File: src/hdl/pch_ram.sv
`timescale 1ns / 1ps
module pch_ram #(
    parameter int WIDTH = 8,
    parameter int DEPTH = 16
) (
    input  logic                     i_clk,
    input  logic                     i_wr_en,
    input  logic [$clog2(DEPTH)-1:0] i_wr_addr,
    input  logic [WIDTH-1:0]         i_wr_data,
    input  logic [$clog2(DEPTH)-1:0] i_rd_addr,
    output logic [WIDTH-1:0]         o_rd_data
);
    logic [WIDTH-1:0] r_mem [DEPTH];
    logic [WIDTH-1:0] r_q;

    always_ff @(posedge i_clk) begin
        if (i_wr_en) begin
            r_mem[i_wr_addr] <= i_wr_data;
        end
        r_q <= r_mem[i_rd_addr];
    end

    assign o_rd_data = r_q;
endmodule

File: config.mk
export PLATFORM = sky130hd
export DESIGN_NAME = pch_ram
export DESIGN_NICKNAME = d
export VERILOG_FILES = /design/src/hdl/pch_ram.sv
export SDC_FILE = /design/constraint.sdc
export NUM_CORES = 1
export LEC_CHECK = 0
export BUFFER_PORTS_ARGS = -buffer_cell sky130_fd_sc_hd__buf_2
export CAP_MARGIN = 20
export CORE_MARGIN = 2
export CORE_UTILIZATION = 40
export DETAILED_ROUTE_END_ITERATION = 7
export GPL_TIMING_DRIVEN = 0
export PLACE_DENSITY_LB_ADDON = 0.2
export SYNTH_ARGS = -nofsm -noshare
export SYNTH_HDL_FRONTEND = slang
export SYNTH_SLANG_ARGS = --single-unit
File: constraint.sdc
create_clock -name i_clk -period 5.4 [get_ports i_clk]
set_clock_uncertainty 0.15 [all_clocks]
set_input_delay 1.08 -clock i_clk [delete_from_list [all_inputs] [get_ports i_clk]]
set_output_delay 1.08 -clock i_clk [all_outputs]
set_load 0.03 [all_outputs]
# After elaboration in Yosys (flattened, before gate mapping)
# Memory sizes are Yosys's and may differ from the RTL's. A register that Yosys moved wholly into a read port is not among the register bits.
# Index checks and enable logic that the tools add are counted.
# word_totals
ram_bits,128
regBits,0
memories,1
in_bits,18
out_inout_bits,8
# memory_table
name,words,word_bits,rd,rd_ports_with_merged_regs,wr,line_no,text
r_mem,16,8,1,1,1,13,logic [WIDTH-1:0] r_mem [DEPTH];
# op_classes
n_mux,2
# op_table
operator,count
2-to-1 mux 1 bit,2

# Logic depth before layout (Yosys ltp)
# depth
depth_word,2
mapped_depth,5
depth_no_buf,3

# Worst setup path after synthesis
# OpenSTA, ideal clock, no wires.
# synth_path
path_kind,input -> register
start,input i_wr_addr[2]
end,"memory r_mem[0][0], enable pin"
path_slack_ns,2.677
cell_stages,2
n_path_buf,0
arrival_time_ns,2.190
path_cell_list,or3b_2 -> nor3_1
# synth_lines
element,line_no,text
from (decl),8,"input logic [$clog2(DEPTH)-1:0] i_wr_addr,"
to (decl),13,
# Straight into the memory's write port.

# Worst setup path in the final report
# layout_path
start,input i_wr_addr[2]
end,"memory r_mem[0][7], enable pin"
# Straight into the memory's write port.

==> results_dict.tcl <==
set metrics [dict create \
    antenna_cells 0 \
    cts_buffer_depth 2 \
    ys_async_sr_fraction_pct 0 \
    outcome "finished clean" \
    critical_path.max_fanout 5 \
    vias_per_cell 5.171 \
    syn_nets 247 \
    syn_area_per_cell_um2 22.48 \
    clk_pin_slew_worst_paths_ns 0.05 \
    detailed_place_hpwl_um 6341 \
    remaining_drc_errors 0 \
    tns_ns 0 \
    gp_congestion 0.7182 \
    synth-seq-area-share_pct 77.78 \
    clock_sinks 136 \
    synth_compound_area_share_pct 2.333 \
    yosys.area.top_type "edfxtp_1" \
    holdCritStartpoint "r_mem[11][3]" \
    worstSkewPairLatency_ns 0.41 \
    drtPass1Iterations 4 \
    synth_top_area_share_pct 74.67 \
    dieArea_um2 13790 \
    synth-xor-area-share_pct 0 \
    antenna_left 0 \
    fin_crit_sh_pct 47.92 \
    grt_start_max_net_pins 17 \
    start_kind "input port" \
    synthCells 229 \
    synth-adder-area-share_pct 0 \
    fillers 1045 \
    worst_slack_ns 2.812 \
    grt_pass1_vias 2331 \
    synth.most_common_cell "edfxtp_1" \
    wl_per_cell_um 21.82 \
    maxSlewViolCount 0 \
    synthToLayoutAreaGrowth_pct 17.04 \
    ios 26 \
    antenna_found_initial 0 \
    power_density_nw_per_um2 385.0 \
    portBuffers 24 \
    required_ns 5.37 \
    drtIter0Drc 165 \
    pre_cts_ws_ns 2.317 \
    start_util_pct 40.96 \
    synthesis.area_um2 5147 \
    fp.dieW_um 117.4 \
    ctsHtreeMaxLevel 4 \
    post-cts-setup-buffers 0 \
    tightest_slew_ns 0.8510 \
    cp.arrival_ns 2.56 \
    hold_buffers 0 \
    rsz0062_at_grt "no" \
    gr-usage-all-layers_pct 15.67 \
    num_vias 2384 \
    total_power_mw 2.319 \
    drv_cap 0 \
    layout_min_cycle_time_ns 2.588 \
    grt_overflow 0 \
    synth_common_cells "edfxtp_1 (128), mux4_2 (18), a22oi_1 (16)" \
    synthMuxAreaShare_pct 15.02 \
    synth-warning-count 0 \
    ys_seq_elements 136 \
    cts_tree "built" \
    reg2reg_from "r_mem[9][4]" \
    post_cts_resized 0 \
    core_area_um2 12570 \
    drt-total-wl_um 10060 \
    hp-class "reg -> reg" \
    root_buffer "clkbuf_16" \
    cp-startpoint "i_wr_addr[2]" \
    synth_flop_cell "edfxtp_1" \
    die_h_um 117.4 \
    cts_made_buffers 17 \
    slew-limit-headroom_pct 43.06 \
    drive_gt1_share_pct 28.03 \
    netlist_top_cells_area "edfxtp_1 (75%), mux4_2 (7.9%), mux4_1 (7.1%)" \
    nNetsFinal 294 \
    crit_type "in -> reg" \
    ys_types 19 \
    synth_top_family_by_area "multiplexers" \
    synth_edf_count 128 \
    end_kind "flop" \
    p_leak_nw 2.017 \
    hold_viol 0 \
    grt_pass1_wl_um 15020 \
    peakVddDrop_uv 206.4 \
    finalHoldWorstSlack_ns 0.5341 \
    max_freq_mhz 386.4 \
    setup_viol 0 \
    row_count 41 \
    synthSimpleGateAreaFrac_pct 3.184 \
]
-- sequential cells by signal, summed over array words and instances (netlist names) --
name       count
o_rd_data      8
r_mem        128
-- placed cells by master, fill, tap and decap left out --
cell             netlist  final
buf_6                  3      3
a22oi_1               16     16
and2b_1                1      1
nand2b_1               2      2
mux4_1                14     14
nor2_1                13     13
nor3_1                 4      4
or3b_2                 1      1
clkbuf_1               0      8
mux4_2                18     18
buf_4                  1      3
edfxtp_1             128    128
nand3_1                1      1
clkbuf_8               0      3
clkbuf_16              0     17
nand3b_1               2      2
buf_2                  3     29
clkdlybuf4s25_2        3      3
nand2_1                9      9
and2_1                 1      1
nor2b_1                1      1
dfxtp_1                8      8
clkinv_2               0      4
-- path summary, 6_finish.rpt --
kind	endpoint	slack, ns	depth (start not counted)
worst max-delay path	r_mem[0][7]	2.81	4
worst min-delay path	o_rd_data[3]	0.53	3
worst max register to register	o_rd_data[4]	3.83	3
worst min register to register	o_rd_data[3]	0.53	3
-- routing by layer --
layer | track usage, % | routed length, um | up-vias
met1 | 22.12 | 4569 | 1246
met2 | 22.44 | 4843 | 57
met4 | 8.358 | 151 | 0
met5 | 0 | 0 | -
met3 | 4.037 | 497 | 10
li1 | - | - | 1071
-- power by group --
| part | leakage (nW) | total, mW | switching, mW | internal, mW |
|---|---|---|---|---|
| Combinational | 0.537 | 0.126 | 0.0786 | 0.0474 |
| Sequential | 1.22 | 1.19 | 0.00495 | 1.18 |
| Clock | 0.256 | 1.01 | 0.387 | 0.620 |
-- stage by stage --
stage	instances	utilization (%)	area (um2)
finish	461	47.93	6025
global route	461	47.93	6025
CTS	461	47.93	6025
detailed placement	429	43.82	5508
global placement	425	43.62	5483
floorplan	229	-	5147
-- layout make-up --
type	count	area (um2)	share of cell area (%)
Multi-Input combinational cell	83	1057	17.55
Clock buffer	28	496.7	8.245
Clock inverter	4	20.02	0.3323
Tap cell	172	215.2	3.572
Sequential cell	136	4004	66.46
Timing Repair Buffer	28	145.1	2.409
Buffer	10	86.33	1.433
-- logic make-up (layout without fill, tap and decap cells) --
kind of cell	count (synthesis)	in the layout
DFF	136	136
and+or+nand+nor	35	35
muxes	32	32
buffers and inverters	10	70
AOI/OAI and AO/OA	16	16
-- critical path, cell delays in order --
cell	delay [ns]
buf_2	0.11
or3b_2	0.53
nor3_1	0.56
buf_4	0.27
Note: power is estimated with default switching activity, not from simulation.
